`src/sv/erg_pkg.sv`:
```
`timescale 1ns / 1ps

package erg_pkg;

    localparam int MAX_STEPS_DEFAULT = 64;

    localparam int CFG_IDX_W  = 3;
    localparam int CFG_DATA_W = 16;

    localparam logic [CFG_IDX_W-1:0] REG_STEP_COUNT    = CFG_IDX_W'(0);
    localparam logic [CFG_IDX_W-1:0] REG_PULSE_COUNT   = CFG_IDX_W'(1);
    localparam logic [CFG_IDX_W-1:0] REG_ROTATION      = CFG_IDX_W'(2);
    localparam logic [CFG_IDX_W-1:0] REG_SCHMITT_HIGH  = CFG_IDX_W'(3);
    localparam logic [CFG_IDX_W-1:0] REG_SCHMITT_LOW   = CFG_IDX_W'(4);
    localparam logic [CFG_IDX_W-1:0] REG_PULSE_SAMPLES = CFG_IDX_W'(5);

    localparam logic [6:0]         RST_STEP_COUNT    = 7'd16;
    localparam logic [6:0]         RST_PULSE_COUNT   = 7'd4;
    localparam logic signed [7:0]  RST_ROTATION      = 8'sd0;
    localparam logic signed [14:0] RST_SCHMITT_HIGH  = 15'sd1000;
    localparam logic signed [14:0] RST_SCHMITT_LOW   = 15'sd100;
    localparam logic [15:0]        RST_PULSE_SAMPLES = 16'd48;

    typedef struct packed {
        logic [6:0]         step_count;
        logic [6:0]         pulse_count;
        logic signed [7:0]  rotation;
        logic signed [14:0] schmitt_high_mv;
        logic signed [14:0] schmitt_low_mv;
        logic [15:0]        pulse_samples;
    } cfg_t;

    typedef enum logic [1:0] {
        MOD_SRC_IDX,
        MOD_SRC_PROD,
        MOD_SRC_ADV
    } mod_sel_t;

    typedef enum logic [3:0] {
        ST_IDLE,
        ST_DETECT,
        ST_IDX_GO,
        ST_IDX_WAIT,
        ST_PROD_GO,
        ST_PROD_WAIT,
        ST_ADV_GO,
        ST_ADV_WAIT,
        ST_FINISH
    } state_t;

    typedef struct packed {
        logic     load;
        logic     detect;
        logic     mod_start;
        mod_sel_t mod_sel;
        logic     take_idx;
        logic     take_hit;
        logic     take_adv;
        logic     finish;
    } cmd_t;

    typedef struct packed {
        logic clk_edge;
        logic steps_zero;
        logic mod_done;
        logic out_free;
    } status_t;

endpackage

```
`src/sv/erg_if.sv`:
```
`timescale 1ns / 1ps

interface erg_in_if;
    logic               valid;
    logic               ready;
    logic signed [14:0] clock_mv;
    logic signed [14:0] reset_mv;

    modport source (output valid, output clock_mv, output reset_mv, input ready);
    modport sink   (input valid, input clock_mv, input reset_mv, output ready);
endinterface

interface erg_out_if;
    logic valid;
    logic ready;
    logic gate;

    modport source (output valid, output gate, input ready);
    modport sink   (input valid, input gate, output ready);
endinterface

```
`src/sv/erg_cfg.sv`:
```
`timescale 1ns / 1ps

module erg_cfg (
    input  logic                           clk,
    input  logic                           rst_n,
    input  logic                           wr_en,
    input  logic [erg_pkg::CFG_IDX_W-1:0]  wr_index,
    input  logic [erg_pkg::CFG_DATA_W-1:0] wr_data,
    output erg_pkg::cfg_t                  cfg
);
    import erg_pkg::*;

    cfg_t cfg_reg;
    cfg_t cfg_next;

    always_comb
    begin
        cfg_next = cfg_reg;
        if (wr_en)
        begin
            unique case (wr_index)
                REG_STEP_COUNT:    cfg_next.step_count      = wr_data[6:0];
                REG_PULSE_COUNT:   cfg_next.pulse_count     = wr_data[6:0];
                REG_ROTATION:      cfg_next.rotation        = wr_data[7:0];
                REG_SCHMITT_HIGH:  cfg_next.schmitt_high_mv = wr_data[14:0];
                REG_SCHMITT_LOW:   cfg_next.schmitt_low_mv  = wr_data[14:0];
                REG_PULSE_SAMPLES: cfg_next.pulse_samples   = wr_data[15:0];
                default:           cfg_next = cfg_reg;
            endcase
        end
    end

    always_ff @(posedge clk or negedge rst_n)
    begin
        if (!rst_n)
        begin
            cfg_reg.step_count      <= RST_STEP_COUNT;
            cfg_reg.pulse_count     <= RST_PULSE_COUNT;
            cfg_reg.rotation        <= RST_ROTATION;
            cfg_reg.schmitt_high_mv <= RST_SCHMITT_HIGH;
            cfg_reg.schmitt_low_mv  <= RST_SCHMITT_LOW;
            cfg_reg.pulse_samples   <= RST_PULSE_SAMPLES;
        end
        else
        begin
            cfg_reg <= cfg_next;
        end
    end

    assign cfg = cfg_reg;

endmodule

```
`src/sv/erg_mod.sv`:
```
`timescale 1ns / 1ps

module erg_mod #(
    parameter int DIV_W  = 14,
    parameter int STEP_W = 7
) (
    input  logic              clk,
    input  logic              rst_n,
    input  logic              start,
    input  logic [DIV_W-1:0]  dividend,
    input  logic [STEP_W-1:0] divisor,
    output logic [STEP_W-1:0] remainder,
    output logic              done
);
    localparam int CNT_W = (DIV_W > 1) ? $clog2(DIV_W) : 1;

    logic [DIV_W-1:0]  dvd_reg, dvd_next;
    logic [STEP_W-1:0] dvs_reg, dvs_next;
    logic [STEP_W-1:0] rem_reg, rem_next;
    logic [CNT_W-1:0]  cnt_reg, cnt_next;
    logic              busy_reg, busy_next;
    logic              done_reg, done_next;

    logic [STEP_W:0]   trial;
    logic [STEP_W:0]   diff;
    logic [STEP_W-1:0] rem_step;

    always_comb
    begin
        trial    = {rem_reg, dvd_reg[DIV_W-1]};
        diff     = trial - {1'b0, dvs_reg};
        rem_step = (trial >= {1'b0, dvs_reg}) ? diff[STEP_W-1:0] : trial[STEP_W-1:0];
    end

    always_comb
    begin
        dvd_next  = dvd_reg;
        dvs_next  = dvs_reg;
        rem_next  = rem_reg;
        cnt_next  = cnt_reg;
        busy_next = busy_reg;
        done_next = 1'b0;
        if (start)
        begin
            dvd_next  = dividend;
            dvs_next  = divisor;
            rem_next  = '0;
            cnt_next  = '0;
            busy_next = 1'b1;
        end
        else if (busy_reg)
        begin
            // shift in one dividend bit, subtract if it fits
            dvd_next = dvd_reg << 1;
            rem_next = rem_step;
            if (cnt_reg == CNT_W'(DIV_W - 1))
            begin
                busy_next = 1'b0;
                done_next = 1'b1;
            end
            else
            begin
                cnt_next = cnt_reg + CNT_W'(1);
            end
        end
    end

    always_ff @(posedge clk or negedge rst_n)
    begin
        if (!rst_n)
        begin
            cnt_reg  <= '0;
            busy_reg <= 1'b0;
            done_reg <= 1'b0;
        end
        else
        begin
            cnt_reg  <= cnt_next;
            busy_reg <= busy_next;
            done_reg <= done_next;
        end
    end

    always_ff @(posedge clk)
    begin
        dvd_reg <= dvd_next;
        dvs_reg <= dvs_next;
        rem_reg <= rem_next;
    end

    assign remainder = rem_reg;
    assign done      = done_reg;

endmodule

```
`src/sv/erg_datapath.sv`:
```
`timescale 1ns / 1ps

module erg_datapath #(
    parameter int MAX_STEPS = erg_pkg::MAX_STEPS_DEFAULT
) (
    input  logic               clk,
    input  logic               rst_n,
    input  erg_pkg::cfg_t      cfg,
    input  erg_pkg::cmd_t      cmd,
    output erg_pkg::status_t   status,
    input  logic signed [14:0] clock_mv,
    input  logic signed [14:0] reset_mv,
    input  logic               out_ready,
    output logic               out_valid,
    output logic               gate
);
    import erg_pkg::*;

    localparam int STEP_W  = $clog2(MAX_STEPS + 1);
    localparam int POS_W   = $clog2(MAX_STEPS);
    localparam int PROD_W  = 2 * STEP_W;
    localparam int IDX_MAX = 129 * MAX_STEPS + 127;
    localparam int IDX_W   = $clog2(IDX_MAX + 1);
    localparam int DIV_W   = (IDX_W > PROD_W) ? IDX_W : PROD_W;

    logic signed [14:0] clock_s_reg, clock_s_next;
    logic signed [14:0] reset_s_reg, reset_s_next;
    logic               clock_latched_reg, clock_latched_next;
    logic               reset_latched_reg, reset_latched_next;
    logic [POS_W-1:0]   pos_reg, pos_next;
    logic [POS_W-1:0]   idx_reg, idx_next;
    logic [15:0]        remain_reg, remain_next;
    logic               out_valid_reg, out_valid_next;
    logic               gate_reg, gate_next;

    logic signed [7:0]  rot;
    logic signed [14:0] thr_high;
    logic signed [14:0] thr_low;
    logic [STEP_W-1:0]  steps;
    logic [STEP_W-1:0]  pulses;
    logic               clk_edge;
    logic               rst_edge;

    logic [DIV_W-1:0]   steps_x128;
    logic signed [DIV_W:0] rot_ext;
    logic signed [DIV_W:0] idx_sum;
    logic [DIV_W-1:0]   prod;
    logic [DIV_W-1:0]   adv;
    logic [DIV_W-1:0]   dividend;
    logic [STEP_W-1:0]  mod_rem;
    logic               mod_done;
    logic               hit;

    assign rot      = cfg.rotation;
    assign thr_high = cfg.schmitt_high_mv;
    assign thr_low  = cfg.schmitt_low_mv;

    always_comb
    begin
        if (int'(cfg.step_count) > MAX_STEPS)
            steps = STEP_W'(MAX_STEPS);
        else
            steps = STEP_W'(cfg.step_count);
        if (int'(cfg.pulse_count) > int'(steps))
            pulses = steps;
        else
            pulses = STEP_W'(cfg.pulse_count);
    end

    assign rst_edge = !reset_latched_reg && (reset_s_reg >= thr_high);
    assign clk_edge = !clock_latched_reg && (clock_s_reg >= thr_high);

    // bias by 128 * steps keeps the rotated index non-negative
    assign steps_x128 = DIV_W'(steps) << 7;
    assign rot_ext    = (DIV_W + 1)'(rot);
    assign idx_sum    = $signed({1'b0, DIV_W'(pos_reg)}) + $signed({1'b0, steps_x128}) - rot_ext;
    assign prod       = DIV_W'(idx_reg) * DIV_W'(pulses);
    assign adv        = DIV_W'(pos_reg) + DIV_W'(1);

    always_comb
    begin
        case (cmd.mod_sel)
            MOD_SRC_IDX:  dividend = idx_sum[DIV_W-1:0];
            MOD_SRC_PROD: dividend = prod;
            MOD_SRC_ADV:  dividend = adv;
            default:      dividend = adv;
        endcase
    end

    erg_mod #(
        .DIV_W  (DIV_W),
        .STEP_W (STEP_W)
    ) u_mod (
        .clk       (clk),
        .rst_n     (rst_n),
        .start     (cmd.mod_start),
        .dividend  (dividend),
        .divisor   (steps),
        .remainder (mod_rem),
        .done      (mod_done)
    );

    assign hit = (pulses != '0) && (mod_rem < pulses);

    always_comb
    begin
        clock_s_next       = clock_s_reg;
        reset_s_next       = reset_s_reg;
        clock_latched_next = clock_latched_reg;
        reset_latched_next = reset_latched_reg;
        pos_next           = pos_reg;
        idx_next           = idx_reg;
        remain_next        = remain_reg;
        out_valid_next     = out_valid_reg;
        gate_next          = gate_reg;

        if (cmd.load)
        begin
            clock_s_next = clock_mv;
            reset_s_next = reset_mv;
        end

        if (cmd.detect)
        begin
            if (rst_edge)
                reset_latched_next = 1'b1;
            else if (reset_latched_reg && (reset_s_reg <= thr_low))
                reset_latched_next = 1'b0;
            if (clk_edge)
                clock_latched_next = 1'b1;
            else if (clock_latched_reg && (clock_s_reg <= thr_low))
                clock_latched_next = 1'b0;
            if (rst_edge || (clk_edge && (steps == '0)))
                pos_next = '0;
        end

        if (cmd.take_idx)
            idx_next = mod_rem[POS_W-1:0];

        if (cmd.take_adv)
            pos_next = mod_rem[POS_W-1:0];

        if (cmd.take_hit)
        begin
            if (hit && (cfg.pulse_samples > remain_reg))
                remain_next = cfg.pulse_samples;
        end
        else if (cmd.finish)
        begin
            if (remain_reg != '0)
                remain_next = remain_reg - 16'd1;
        end

        if (cmd.finish)
        begin
            out_valid_next = 1'b1;
            gate_next      = (remain_reg != '0);
        end
        else if (out_ready)
        begin
            out_valid_next = 1'b0;
        end
    end

    always_ff @(posedge clk or negedge rst_n)
    begin
        if (!rst_n)
        begin
            clock_latched_reg <= 1'b0;
            reset_latched_reg <= 1'b0;
            pos_reg           <= '0;
            remain_reg        <= '0;
            out_valid_reg     <= 1'b0;
        end
        else
        begin
            clock_latched_reg <= clock_latched_next;
            reset_latched_reg <= reset_latched_next;
            pos_reg           <= pos_next;
            remain_reg        <= remain_next;
            out_valid_reg     <= out_valid_next;
        end
    end

    always_ff @(posedge clk)
    begin
        clock_s_reg <= clock_s_next;
        reset_s_reg <= reset_s_next;
        idx_reg     <= idx_next;
        gate_reg    <= gate_next;
    end

    assign status.clk_edge   = clk_edge;
    assign status.steps_zero = (steps == '0);
    assign status.mod_done   = mod_done;
    assign status.out_free   = !out_valid_reg || out_ready;

    assign out_valid = out_valid_reg;
    assign gate      = gate_reg;

endmodule

```
`src/sv/erg_ctrl.sv`:
```
`timescale 1ns / 1ps

module erg_ctrl (
    input  logic             clk,
    input  logic             rst_n,
    input  logic             in_valid,
    output logic             in_ready,
    input  erg_pkg::status_t status,
    output erg_pkg::cmd_t    cmd
);
    import erg_pkg::*;

    state_t state_reg;
    state_t state_next;

    always_comb
    begin
        state_next = state_reg;
        unique case (state_reg)
            ST_IDLE:
            begin
                if (in_valid)
                    state_next = ST_DETECT;
            end
            ST_DETECT:
            begin
                if (status.clk_edge && !status.steps_zero)
                    state_next = ST_IDX_GO;
                else
                    state_next = ST_FINISH;
            end
            ST_IDX_GO:    state_next = ST_IDX_WAIT;
            ST_IDX_WAIT:
            begin
                if (status.mod_done)
                    state_next = ST_PROD_GO;
            end
            ST_PROD_GO:   state_next = ST_PROD_WAIT;
            ST_PROD_WAIT:
            begin
                if (status.mod_done)
                    state_next = ST_ADV_GO;
            end
            ST_ADV_GO:    state_next = ST_ADV_WAIT;
            ST_ADV_WAIT:
            begin
                if (status.mod_done)
                    state_next = ST_FINISH;
            end
            ST_FINISH:
            begin
                if (status.out_free)
                    state_next = ST_IDLE;
            end
            default:      state_next = ST_IDLE;
        endcase
    end

    always_comb
    begin
        cmd      = '0;
        in_ready = 1'b0;
        unique case (state_reg)
            ST_IDLE:
            begin
                in_ready = 1'b1;
                cmd.load = in_valid;
            end
            ST_DETECT:
            begin
                cmd.detect = 1'b1;
            end
            ST_IDX_GO:
            begin
                cmd.mod_start = 1'b1;
                cmd.mod_sel   = MOD_SRC_IDX;
            end
            ST_IDX_WAIT:
            begin
                cmd.take_idx = status.mod_done;
            end
            ST_PROD_GO:
            begin
                cmd.mod_start = 1'b1;
                cmd.mod_sel   = MOD_SRC_PROD;
            end
            ST_PROD_WAIT:
            begin
                cmd.mod_sel  = MOD_SRC_PROD;
                cmd.take_hit = status.mod_done;
            end
            ST_ADV_GO:
            begin
                cmd.mod_start = 1'b1;
                cmd.mod_sel   = MOD_SRC_ADV;
            end
            ST_ADV_WAIT:
            begin
                cmd.mod_sel  = MOD_SRC_ADV;
                cmd.take_adv = status.mod_done;
            end
            ST_FINISH:
            begin
                cmd.finish = status.out_free;
            end
            default:
            begin
                cmd = '0;
            end
        endcase
    end

    always_ff @(posedge clk or negedge rst_n)
    begin
        if (!rst_n)
            state_reg <= ST_IDLE;
        else
            state_reg <= state_next;
    end

endmodule

```
`src/sv/euclidean_rhythm_gate_top.sv`:
```
// Flow: an accepted item passes the detect state, then finish when no clock edge is seen or
//   the length is zero, else the index, pattern and advance remainder passes, then finish.
// Items: one at a time, the next taken after finish registers the result; finish waits on a
//   stalled output. The remainder unit is serial, one dividend bit (of 14 at MAX_STEPS 64) per cycle.
// Reset: rst_n asynchronous, active low; reset registers take defaults at once, no clear pass.
`timescale 1ns / 1ps

module euclidean_rhythm_gate_top #(
    parameter int MAX_STEPS = erg_pkg::MAX_STEPS_DEFAULT
) (
    input  logic                           clk,
    input  logic                           rst_n,
    erg_in_if.sink                         samples,
    erg_out_if.source                      gates,
    input  logic                           wr_en,
    input  logic [erg_pkg::CFG_IDX_W-1:0]  wr_index,
    input  logic [erg_pkg::CFG_DATA_W-1:0] wr_data
);
    import erg_pkg::*;

    cfg_t    cfg;
    cmd_t    cmd;
    status_t status;

    logic in_valid_w;
    logic in_ready_w;
    logic out_valid_w;
    logic out_ready_w;
    logic gate_w;

    assign in_valid_w    = samples.valid;
    assign samples.ready = in_ready_w;
    assign out_ready_w   = gates.ready;
    assign gates.valid   = out_valid_w;
    assign gates.gate    = gate_w;

    erg_cfg u_cfg (
        .clk      (clk),
        .rst_n    (rst_n),
        .wr_en    (wr_en),
        .wr_index (wr_index),
        .wr_data  (wr_data),
        .cfg      (cfg)
    );

    erg_ctrl u_ctrl (
        .clk      (clk),
        .rst_n    (rst_n),
        .in_valid (in_valid_w),
        .in_ready (in_ready_w),
        .status   (status),
        .cmd      (cmd)
    );

    erg_datapath #(
        .MAX_STEPS (MAX_STEPS)
    ) u_datapath (
        .clk       (clk),
        .rst_n     (rst_n),
        .cfg       (cfg),
        .cmd       (cmd),
        .status    (status),
        .clock_mv  (samples.clock_mv),
        .reset_mv  (samples.reset_mv),
        .out_ready (out_ready_w),
        .out_valid (out_valid_w),
        .gate      (gate_w)
    );

endmodule

```
`src/flat_wrapper.sv`:
```
// flat-port wrapper written by rule: the top's interface ports become plain ports
module euclidean_rhythm_gate_top_flat import erg_pkg::*;
#(
    parameter int MAX_STEPS = erg_pkg::MAX_STEPS_DEFAULT
)
  (clk, rst_n, wr_en, wr_index, wr_data, samples_valid, samples_clock_mv, samples_reset_mv, samples_ready, gates_valid, gates_gate, gates_ready);
  erg_in_if samples_i ();
  erg_out_if gates_i ();
  input  logic clk;
  input  logic rst_n;
  input  logic wr_en;
  input  logic [erg_pkg::CFG_IDX_W-1:0] wr_index;
  input  logic [erg_pkg::CFG_DATA_W-1:0] wr_data;
  input wire logic [$bits(samples_i.valid)-1:0] samples_valid;
  input wire logic [$bits(samples_i.clock_mv)-1:0] samples_clock_mv;
  input wire logic [$bits(samples_i.reset_mv)-1:0] samples_reset_mv;
  output wire logic [$bits(samples_i.ready)-1:0] samples_ready;
  output wire logic [$bits(gates_i.valid)-1:0] gates_valid;
  output wire logic [$bits(gates_i.gate)-1:0] gates_gate;
  input wire logic [$bits(gates_i.ready)-1:0] gates_ready;
  assign samples_i.valid = samples_valid;
  assign samples_i.clock_mv = samples_clock_mv;
  assign samples_i.reset_mv = samples_reset_mv;
  assign samples_ready = samples_i.ready;
  assign gates_valid = gates_i.valid;
  assign gates_gate = gates_i.gate;
  assign gates_i.ready = gates_ready;
  euclidean_rhythm_gate_top #(.MAX_STEPS(MAX_STEPS)) u_core (.clk(clk), .rst_n(rst_n), .samples(samples_i), .gates(gates_i), .wr_en(wr_en), .wr_index(wr_index), .wr_data(wr_data));
endmodule
```
`config.mk`:
```
export PLATFORM = sky130hd
export DESIGN_NAME = euclidean_rhythm_gate_top_flat
export DESIGN_NICKNAME = d
export VERILOG_FILES = /design/src/sv/erg_pkg.sv /design/src/sv/erg_if.sv /design/src/sv/erg_cfg.sv /design/src/sv/erg_mod.sv /design/src/sv/erg_datapath.sv /design/src/sv/erg_ctrl.sv /design/src/sv/euclidean_rhythm_gate_top.sv /design/src/flat_wrapper.sv
export SDC_FILE = /design/constraint.sdc
export NUM_CORES = 1
export LEC_CHECK = 0
export ABC_CLOCK_PERIOD_IN_PS = 10470
export BUFFER_PORTS_ARGS = -buffer_cell sky130_fd_sc_hd__buf_4
export CORE_MARGIN = 4
export CORE_UTILIZATION = 30
export DETAILED_ROUTE_END_ITERATION = 16
export PLACE_DENSITY_LB_ADDON = 0.1
export REMOVE_ABC_BUFFERS = 1
export SKIP_LAST_GASP = 1
export SLEW_MARGIN = 5
export SYNTH_ARGS = -nofsm -noshare
export SYNTH_HDL_FRONTEND = slang
export SYNTH_SLANG_ARGS = --single-unit
```
`constraint.sdc`:
```
create_clock -name clk -period 10.47 [get_ports clk]
set_clock_uncertainty 0.1 [all_clocks]
set_input_delay 1.047 -clock clk [delete_from_list [all_inputs] [get_ports clk]]
set_output_delay 1.047 -clock clk [all_outputs]
set_load 0.02 [all_outputs]
```
==> flow_summary_export.csv, run 1 <==
group,metric,value,unit
status,outcome,"complete, no violations",
worst_setup_path,cpMostUsedCell,"fa_1",
clock_tree,clk_latency,0.45,ns
worst_setup_path,crit_path_end_kind,"flop",
power,power.internal,1.93,mW
sta,period_minus_slack,6.47,ns
cells_and_area,diodes,0,
min_path,worstHoldStart,"u_core.u_cfg.cfg[41]",
logic_synthesis,netlist_instances,1110,
min_path,holdPathEnd,"u_core.u_cfg.cfg[41]",
worst_setup_path,path_delay_family,"adder cells",
clock_tree,htree_levels,4,
worst_setup_path,rr_startpoint,"u_core.u_cfg.cfg[67]",
placed_design,placedCellCount,1646,
power,p_clk_share,19.9,%
clock_tree,clk_pin_slew,0.08,ns
logic_synthesis,synth_area,11300,um^2
power,ir_drop,118,uV
global_route,grt_max_degree,65,
route,routed-via-count,8083,
global_route,grt_pass1_vias,8401,
clock_tree,cts_setup_buffers,0,
placed_design,place_ws,3.98,ns
placed_design,dp_hpwl,22.8,mm
route,via_per_inst,4.82,
job,cap_viol_max_count,0,
min_path,hold_depth,1,
worst_setup_path,cp_data_required_time,10.55,ns
sta,worst_slew_pin_slew,1.23,ns
die,start_util,30.7,%
power,powerDensity,255,nW/um^2
logic_synthesis,ys_warn_count,0,
worst_setup_path,r2r-end,"u_core.u_datapath.u_mod.dvd_reg[12]",
power,power.share.switching,41.2,%
placed_design,io_buffers,56,
global_route,grt_pass1_wl,47.7,mm
worst_setup_path,start_kind,"flop",
route,ant_nets,0,
logic_synthesis,yosys_most_used_dff,"dfrtp_1",
worst_setup_path,critPathMaxStageDelay,0.67,ns
clock_tree,clock-sinks,168,
route,drt_wl_total,29.3,mm
placed_design,gp_congestion,0.833,
cells_and_area,area_growth,13.7,%
logic_synthesis,synth.avg_cell_area,10.2,um^2
sta,hold_viol,0,
clock_tree,cts_resized,0,
worst_setup_path,crit_chain,"nor2b_1, inv_1, ha_1, and3_1, and2_1, o31ai_4, mux2i_1, nand2b_1, fa_1, fa_1, fa_1, inv_1, ha_1, a21oi_1, nor2b_1, o21a_1, o21ai_0, a21oi_1, mux2i_1, o211ai_1",
cells_and_area,fin_cells,1678,
die,die_height,202,um
clock_tree,cts-hold-fix-buffers,0,
sta,fin_tns_setup,0,ns
clock_tree,tritoncts,"yes",
route,drt_iter0_markers,396,
die,die-area,41000,um^2
worst_setup_path,path_buf_inv,2,
cells_and_area,final_cell_area,12900,um^2
logic_synthesis,synth-async-reset-ratio,61.3,%
global_route,antenna_found_initial,1,
cells_and_area,layout-drive-gt1-share,14.9,%
power,p_comb_share,47.5,%
logic_synthesis,ys_seq_area_share,39.5,%
route,wl_per_cell,17.5,um
sta,rsz0062_at_grt,"false",
sta,timing.final.crit_share,61.8,%
die,die_w,202,um
worst_setup_path,crit_path_max_fanout,10,
worst_setup_path,crit_slowest_cell,"mux2i_1",
sta,final_max_slew_viol_count,0,
worst_setup_path,r2r_cells,20,
worst_setup_path,r2r_slack,4.00,ns
sta,setup_slack,4.00,ns
clock_tree,cts_max_path_buffers,2,
worst_setup_path,worst-path-stages,20,
die,core,37000,um^2
sta,hold_slack,0.411,ns
worst_setup_path,crit_arrival,6.55,ns
sta,max_slew_margin,17.4,%
global_route,grt.total_usage,14.8,%
route,drc,0,
power,seq_power_share,32.6,%
route,firstDrtPassIters,4,
die,rows,70,
logic_synthesis,synth-seq-cells,168,
cells_and_area,finish.net_count,1371,
placed_design,placed_area,12300,um^2
worst_setup_path,path_class,"reg2reg",
clock_tree,cts_made_buffers,17,
global_route,grt-ovfl-total,0,
logic_synthesis,synth-edff-count,58,
sta,fmax,155,MHz
sta,setup_viol,0,
clock_tree,cts_root_buf,"clkbuf_16",
power,power.leakage,5.64,nW
logic_synthesis,ys_types,79,
power,p_sw,1.35,mW
die,ioPinCount,57,
cells_and_area,largest_reg_flops,68,
min_path,worstHoldPathType,"reg2reg",
## synthesized netlist by cell type (12+ instances only)
library cell,instances,area share [%]
ha_1,133,15
a21oi_1,57,2.5
a211oi_1,12,0.79
nand2b_1,19,1.0
o21ai_1,17,0.75
xnor2_1,14,1.1
nand4_1,18,0.99
edfxtp_1,58,15
mux2i_1,18,1.6
nand2_1,70,2.3
dfrtp_1,90,20
inv_1,109,3.6
nor3_1,26,1.1
dfstp_2,13,3.0
mux2_2,45,4.5
a21o_1,23,1.5
o2bb2ai_1,13,1.0
o21ai_0,49,2.2
nand3_1,18,0.79
nor2b_1,49,2.7
xor2_1,15,1.2
clkbuf_1,23,0.76
fa_1,23,4.1
nor2_1,66,2.2
## power groups by stage
stage | clock (mW) | combinational (mW) | sequential, mW
finish | 0.654 | 1.56 | 1.07
global route | 0.706 | 1.80 | 1.10
CTS | 0.675 | 1.59 | 1.07
detailed placement | 0 | 1.58 | 1.08
global placement | 0 | 1.58 | 1.09
floorplan | 0 | 1.17 | 1.02
## logic make-up (layout without fill, tap and decap cells)
kind of cell / Yosys count / after routing / synth area share (%)
compound gates: 242 / 242 / 14.1
xor+xnor: 29 / 29 / 2.24
fa+ha+maj: 156 / 156 / 18.7
buf+inv: 144 / 208 / 5.21
flops: 168 / 168 / 39.5
mux: 64 / 64 / 6.16
simple gates: 307 / 307 / 14.1
## metal layers
layer  vias to the layer above  wire length, um  GRT usage (%)
met5                         -                0              0
met4                         0              505           4.00
met2                       123            13600           24.1
li1                       4076                -              -
met3                        23              935           2.47
met1                      3861            14300           20.5
## metrics by stage
stage / util, % / power (mW)
after floorplan: - / 2.19
after global placement: 33.3 / 2.67
after detailed placement: 33.3 / 2.66
after CTS: 34.9 / 3.34
after global routing: 34.9 / 3.61
final: 34.9 / 3.29
## final cells by class
type | count | area (um^2)
Fill cell | 3837 | 24100
Multi-Input combinational cell | 798 | 6280
Sequential cell | 168 | 4480
Tap cell | 504 | 631
Timing Repair Buffer | 66 | 495
Clock buffer | 19 | 464
Inverter | 110 | 413
Clock inverter | 13 | 129
## how the worst max path moves through the flow
stage                          from                                   to  slack (ns)
5_1_grt        u_core.u_cfg.cfg[67]  u_core.u_datapath.u_mod.dvd_reg[12]        3.48
4_1_cts        u_core.u_cfg.cfg[67]  u_core.u_datapath.u_mod.dvd_reg[12]        3.96
3_5_place_dp   u_core.u_cfg.cfg[67]  u_core.u_datapath.u_mod.dvd_reg[12]        3.98
2_1_floorplan  u_core.u_cfg.cfg[65]  u_core.u_datapath.u_mod.dvd_reg[10]        4.74
3_3_place_gp   u_core.u_cfg.cfg[65]  u_core.u_datapath.u_mod.dvd_reg[12]        4.13
6_report       u_core.u_cfg.cfg[67]  u_core.u_datapath.u_mod.dvd_reg[12]        4.00
## layout by cell type (no fill, tap or decap), drive strengths merged, types with 49 or more instances in the layout
cell      n
ha      133
inv     118
nand2    70
dfrtp    90
buf      66
nor2b    49
nor2     67
edfxtp   58
o21ai    66
a21oi    57
(Power assumes the default switching activity.)
==> inputs of run 2 (changes only) <==
Settings changed: ABC_CLOCK_PERIOD_IN_PS 10470 to 6300.
Clock period 10.47 ns to 6.3 ns, I/O delays scaled along.
==> flow_summary_export.csv, run 2 (synthesized netlist as in run 1, its figures left out) <==
group,metric,value,unit
clock_tree,cts_max_path_buffers,2,
min_path,worstHoldPathType,"in2async",
placed_design,place_ws,0.412,ns
cells_and_area,largest_reg_flops,68,
worst_setup_path,cp_data_required_time,6.38,ns
clock_tree,htree_levels,4,
route,wl_met3,698,um
power,power.leakage,5.70,nW
route,routed.top_layer,"met4",
route,drt_iter0_markers,459,
worst_setup_path,start_kind,"flop",
sta,worst_slew_pin_slew,1.15,ns
route,ant_nets,0,
status,outcome,"complete, no violations",
sta,setup_viol,0,
placed_design,gp_congestion,0.814,
global_route,grt_pass1_wl,48.3,mm
worst_setup_path,crit_arrival,5.90,ns
die,start_util,30.7,%
placed_design,placed_area,12400,um^2
global_route,antenna_found_initial,0,
clock_tree,cts_made_buffers,17,
die,die_w,202,um
route,drt_wl_total,29.7,mm
route,met1_length,14.8,mm
sta,hold_viol,0,
cells_and_area,final_cell_area,13000,um^2
die,die-area,41000,um^2
route,routed-via-count,8201,
route,wl_per_cell,17.6,um
sta,max_slew_margin,23.4,%
route,firstDrtPassIters,5,
global_route,grt.total_usage,15.0,%
clock_tree,clk_pin_slew,0.07,ns
clock_tree,tritoncts,"yes",
route,via_per_inst,4.84,
die,rows,70,
cells_and_area,multi_input_area,6280,um^2
cells_and_area,fin_cells,1693,
clock_tree,clock-sinks,168,
sta,fin_tns_setup,0,ns
cells_and_area,nFillCells,3817,
sta,period_minus_slack,5.81,ns
global_route,grt-ovfl-total,0,
worst_setup_path,crit_path_end_kind,"flop",
clock_tree,cts-hold-fix-buffers,0,
placed_design,dp_hpwl,23.0,mm
sta,setup_slack,0.489,ns
global_route,grt_pass1_vias,8627,
cells_and_area,layout-drive-gt1-share,15.9,%
power,ir_drop,219,uV
cells_and_area,finish.net_count,1386,
cells_and_area,area_growth,14.4,%
clock_tree,clk_latency,0.45,ns
sta,final_max_slew_viol_count,0,
clock_tree,cts_root_buf,"clkbuf_16",
placed_design,io_buffers,56,
die,core,37000,um^2
cells_and_area,mostFrequentLayoutCell,"ha_1",
cells_and_area,layout_common_cells,"ha_1, inv_1, dfrtp_1",
route,drc,0,
placed_design,placedCellCount,1659,
die,ioPinCount,57,
cells_and_area,post-route-util,35.1,%
worst_setup_path,crit_path_max_fanout,10,
job,cap_viol_max_count,0,
sta,fmax,172,MHz
route,met2_length,13.9,mm
power,powerDensity,423,nW/um^2
cells_and_area,diodes,0,
sta,rsz0062_at_grt,"false",
sta,timing.final.crit_share,92.2,%
worst_setup_path,path_class,"reg2reg",
global_route,grt_max_degree,73,
die,die_height,202,um
cells_and_area,register_area,4480,um^2
run 2: per-stage QoR:
stage	power [mW]	hold WS, ns
after floorplan	3.64	0.234
after global placement	4.45	0.389
after detailed placement	4.45	0.395
after CTS	5.55	0.0221
after global routing	6.02	0.0498
final	5.49	0.0256
run 2: power breakdown:
part | internal (mW) | switching [mW] | total [mW] | leakage [nW]
Combinational | 1.17 | 1.48 | 2.66 | 3.55
Clock | 0.553 | 0.498 | 1.05 | 0.288
Sequential | 1.49 | 0.290 | 1.78 | 1.85
Total | 3.22 | 2.27 | 5.49 | 5.70
run 2: what timing repair did:
item / in CTS / in global routing
buffers inserted: 0 / 2
setup endpoints to repair: 0 / 2
hold endpoints to repair: 0 / 0
gates resized for setup: 0 / 0
run 2: routing by layer:
metal / GRT usage, % / vias up
met2: 24.7 / 105
met1: 21.0 / 3957
li1: - / 4115
met4: 3.95 / 0
met5: 0 / -
met3: 2.04 / 24
run 2: cell type report:
| cell class | count | area share (%) |
|---|---|---|
| clock buffers | 20 | 3.61 |
| clock inverters | 12 | 0.781 |
| inverters | 110 | 3.18 |
| multi-input cells | 798 | 48.4 |
| flip-flops and latches | 168 | 34.5 |
| well taps | 504 | 4.86 |
| repair buffers | 81 | 4.69 |
run 2: worst paths after layout:
path,from,end,slack (ns),depth (start not counted)
max,u_core.u_cfg.cfg[67],u_core.u_datapath.u_mod.dvd_reg[12],0.49,22
min,rst_n,u_core.u_cfg.cfg[41],0.03,1
max reg2reg,u_core.u_cfg.cfg[67],u_core.u_datapath.u_mod.dvd_reg[12],0.49,22
min reg2reg,u_core.u_cfg.cfg[41],u_core.u_cfg.cfg[41],0.41,1
max in group asynchronous,rst_n,u_core.u_cfg.cfg[32],4.74,2
min in group clk,samples_clock_mv[6],u_core.u_datapath.clock_s_reg[6],0.26,1
run 2: critical path, stage by stage (launching register included):
cell      delay (ns)
dfrtp_1         0.49
nor2b_1         0.19
inv_1           0.06
ha_1            0.32
and3_1          0.19
and2_1          0.19
o31ai_4         0.24
buf_4           0.18
mux2i_1         0.18
buf_4           0.17
nand2b_1        0.12
fa_1            0.46
fa_1            0.52
fa_1            0.55
inv_1           0.04
ha_1            0.33
a21oi_1         0.22
nor2b_1         0.07
o21a_1          0.18
o21ai_0         0.33
a21oi_1         0.15
mux2i_1         0.18
o211ai_1        0.10
==> inputs of run 3 (changes only) <==
Settings changed: ABC_AREA from default to 1, CELL_PAD_IN_SITES_DETAIL_PLACEMENT from default to 1, CELL_PAD_IN_SITES_GLOBAL_PLACEMENT from default to 2.
==> flow_summary_export.csv, run 3 <==
group,metric,value,unit
worst_setup_path,crit_path_max_fanout,8,
sta,rsz0062_at_grt,"false",
sta,final_max_slew_viol_count,0,
logic_synthesis,synth.avg_cell_area,8.35,um^2
power,powerDensity,464,nW/um^2
worst_setup_path,path_delay_family,"adder cells",
clock_tree,cts_root_buf,"clkbuf_16",
logic_synthesis,netlist_instances,1410,
route,ant_nets,0,
sta,hold_slack,0.136,ns
placed_design,dp_hpwl,28.2,mm
die,die_w,206,um
placed_design,io_buffers,56,
logic_synthesis,synth-seq-cells,168,
logic_synthesis,synth-edff-count,58,
logic_synthesis,ys_types,57,
logic_synthesis,yosys_most_used_dff,"dfrtp_1",
min_path,worstHoldPathType,"in2async",
worst_setup_path,path_buf_inv,5,
die,die-area,42500,um^2
global_route,grt_pass1_vias,9893,
global_route,grt-ovfl-total,0,
clock_tree,cts_resized,0,
sta,max_slew_margin,33.3,%
logic_synthesis,synth-async-reset-ratio,61.3,%
clock_tree,clk_pin_slew,0.07,ns
placed_design,gp_congestion,0.827,
clock_tree,cts_made_buffers,17,
clock_tree,cts_setup_buffers,0,
cells_and_area,layout_common_cells,"nand2_1, inv_1, ha_1",
clock_tree,cts-hold-fix-buffers,0,
cells_and_area,area_growth,13.0,%
worst_setup_path,crit_arrival,5.62,ns
worst_setup_path,crit_slowest_cell,"fa_1",
sta,fin_tns_setup,0,ns
job,cap_viol_max_count,0,
logic_synthesis,ys_warn_count,0,
worst_setup_path,start_kind,"flop",
logic_synthesis,yosys-top-cells-area,"dfrtp_1, edfxtp_1, ha_1",
sta,setup_viol,0,
cells_and_area,diodes,0,
logic_synthesis,yosysTopAreaCell,"dfrtp_1",
die,ioPinCount,57,
global_route,grt_pass1_wl,56.4,mm
die,core,38700,um^2
cells_and_area,largest_reg_flops,68,
cells_and_area,register_area,4480,um^2
logic_synthesis,synth_common_cells,"nand2_1, inv_1, ha_1",
clock_tree,clk_latency,0.45,ns
route,routed-via-count,9432,
clock_tree,cts_max_path_buffers,2,
cells_and_area,layout-drive-gt1-share,12.3,%
logic_synthesis,synth_top_cell_area_share,19.1,%
worst_setup_path,path_class,"reg2reg",
global_route,grt_max_degree,53,
logic_synthesis,synth_area,11800,um^2
worst_setup_path,cp_data_required_time,6.40,ns
power,ir_drop,483,uV
logic_synthesis,ys_seq_area_share,38.0,%
global_route,grt.total_usage,17.2,%
clock_tree,htree_levels,4,
worst_setup_path,crit_path_end_kind,"flop",
worst_setup_path,critPathMaxStageDelay,0.54,ns
cells_and_area,multi_input_area,6370,um^2
die,start_util,30.4,%
cells_and_area,finish.net_count,1673,
status,outcome,"complete, no violations",
cells_and_area,nFillCells,4670,
die,die_height,206,um
route,wl_per_cell,17.6,um
die,rows,72,
sta,timing.final.crit_share,87.6,%
route,via_per_inst,4.73,
clock_tree,tritoncts,"yes",
global_route,antenna_found_initial,0,
power,power.leakage,6.44,nW
sta,hold_viol,0,
clock_tree,clock-sinks,168,
sta,worst_slew_pin_slew,0.998,ns
cells_and_area,mostFrequentLayoutCell,"nand2_1",
route,drt_wl_total,35.2,mm
sta,period_minus_slack,5.52,ns
sta,fmax,181,MHz
route,drt_iter0_markers,326,
route,firstDrtPassIters,4,
logic_synthesis,yosysMostFrequentCell,"nand2_1",
route,drc,0,
## run 3: cell count changes in the layout (fill, tap and decap cells not counted), moves of 14 or more
cell	previous run	this run
inv_1	109	199
o21ai_0	49	112
mux2_2	45	0
nor2_1	65	110
mux2i_1	18	1
nand3_1	18	77
buf_4	81	61
a21oi_1	57	83
a21o_1	23	4
nor2b_1	49	0
nand3_2	0	14
nand2b_1	19	0
nand2_1	70	286
## run 3: kinds of logic after synthesis
family | Yosys count | synth area share [%]
AOI/OAI and AO/OA | 252 | 11.6
xor gates and xnor gates | 14 | 1.04
adders and majority gates | 156 | 18.0
buffers and inverters | 237 | 7.99
DFF | 168 | 38.0
muxes | 1 | 0.0850
and+or+nand+nor | 582 | 23.2
## run 3: final timing paths
kind / from / endpoint / slack, ns / depth (start not counted)
hold reg to reg: u_core.u_datapath.clock_latched_reg / u_core.u_datapath.clock_latched_reg / 0.38 / 2
setup reg to reg: u_core.u_cfg.cfg[67] / u_core.u_datapath.u_mod.dvd_reg[12] / 0.78 / 27
setup / recovery: u_core.u_cfg.cfg[67] / u_core.u_datapath.u_mod.dvd_reg[12] / 0.78 / 27
min in group clk: samples_reset_mv[14] / u_core.u_datapath.reset_s_reg[14] / 0.25 / 1
hold / removal: rst_n / u_core.u_datapath.u_mod.cnt_reg[2] / 0.14 / 1
max in group asynchronous: rst_n / u_core.u_cfg.cfg[54] / 4.73 / 2
## run 3: routing by layer
layer	share of wire, %	track usage (%)	wire [um]
met1	48	23.1	16900
met2	49	29.5	17100
met3	2.2	2.71	773
met4	0.97	3.35	340
met5	0	0	0
## run 3: per-stage QoR
| step | instance area [um^2] | setup slack, ns | utilization, % | instances | power (mW) |
|---|---|---|---|---|---|
| 6_report | 13300 | 0.778 | 34.4 | 1994 | 6.17 |
| 2_1_floorplan | 11600 | 1.28 | - | 1383 | 4.06 |
| 3_3_place_gp | 12700 | 0.861 | 32.9 | 1962 | 5.17 |
| 4_1_cts | 13300 | 0.747 | 34.4 | 1994 | 6.33 |
| 3_5_place_dp | 12700 | 0.766 | 32.9 | 1962 | 5.21 |
| 5_1_grt | 13300 | 0.312 | 34.4 | 1994 | 6.92 |
## run 3: final cells by class
class	count	area share (%)
Clock buffer	19	3.25
Clock inverter	13	1.02
Inverter	210	5.96
Multi-Input combinational cell	1005	47.8
Sequential cell	168	33.6
Tap cell	518	4.87
Timing Repair Buffer	61	3.44
## run 3: power breakdown
part           internal (mW)  switching (mW)  leakage (nW)
clock                  0.559           0.512         0.278
combinational           1.38            2.43          4.35
sequential              1.22          0.0660          1.82
total                   3.16            3.01          6.44
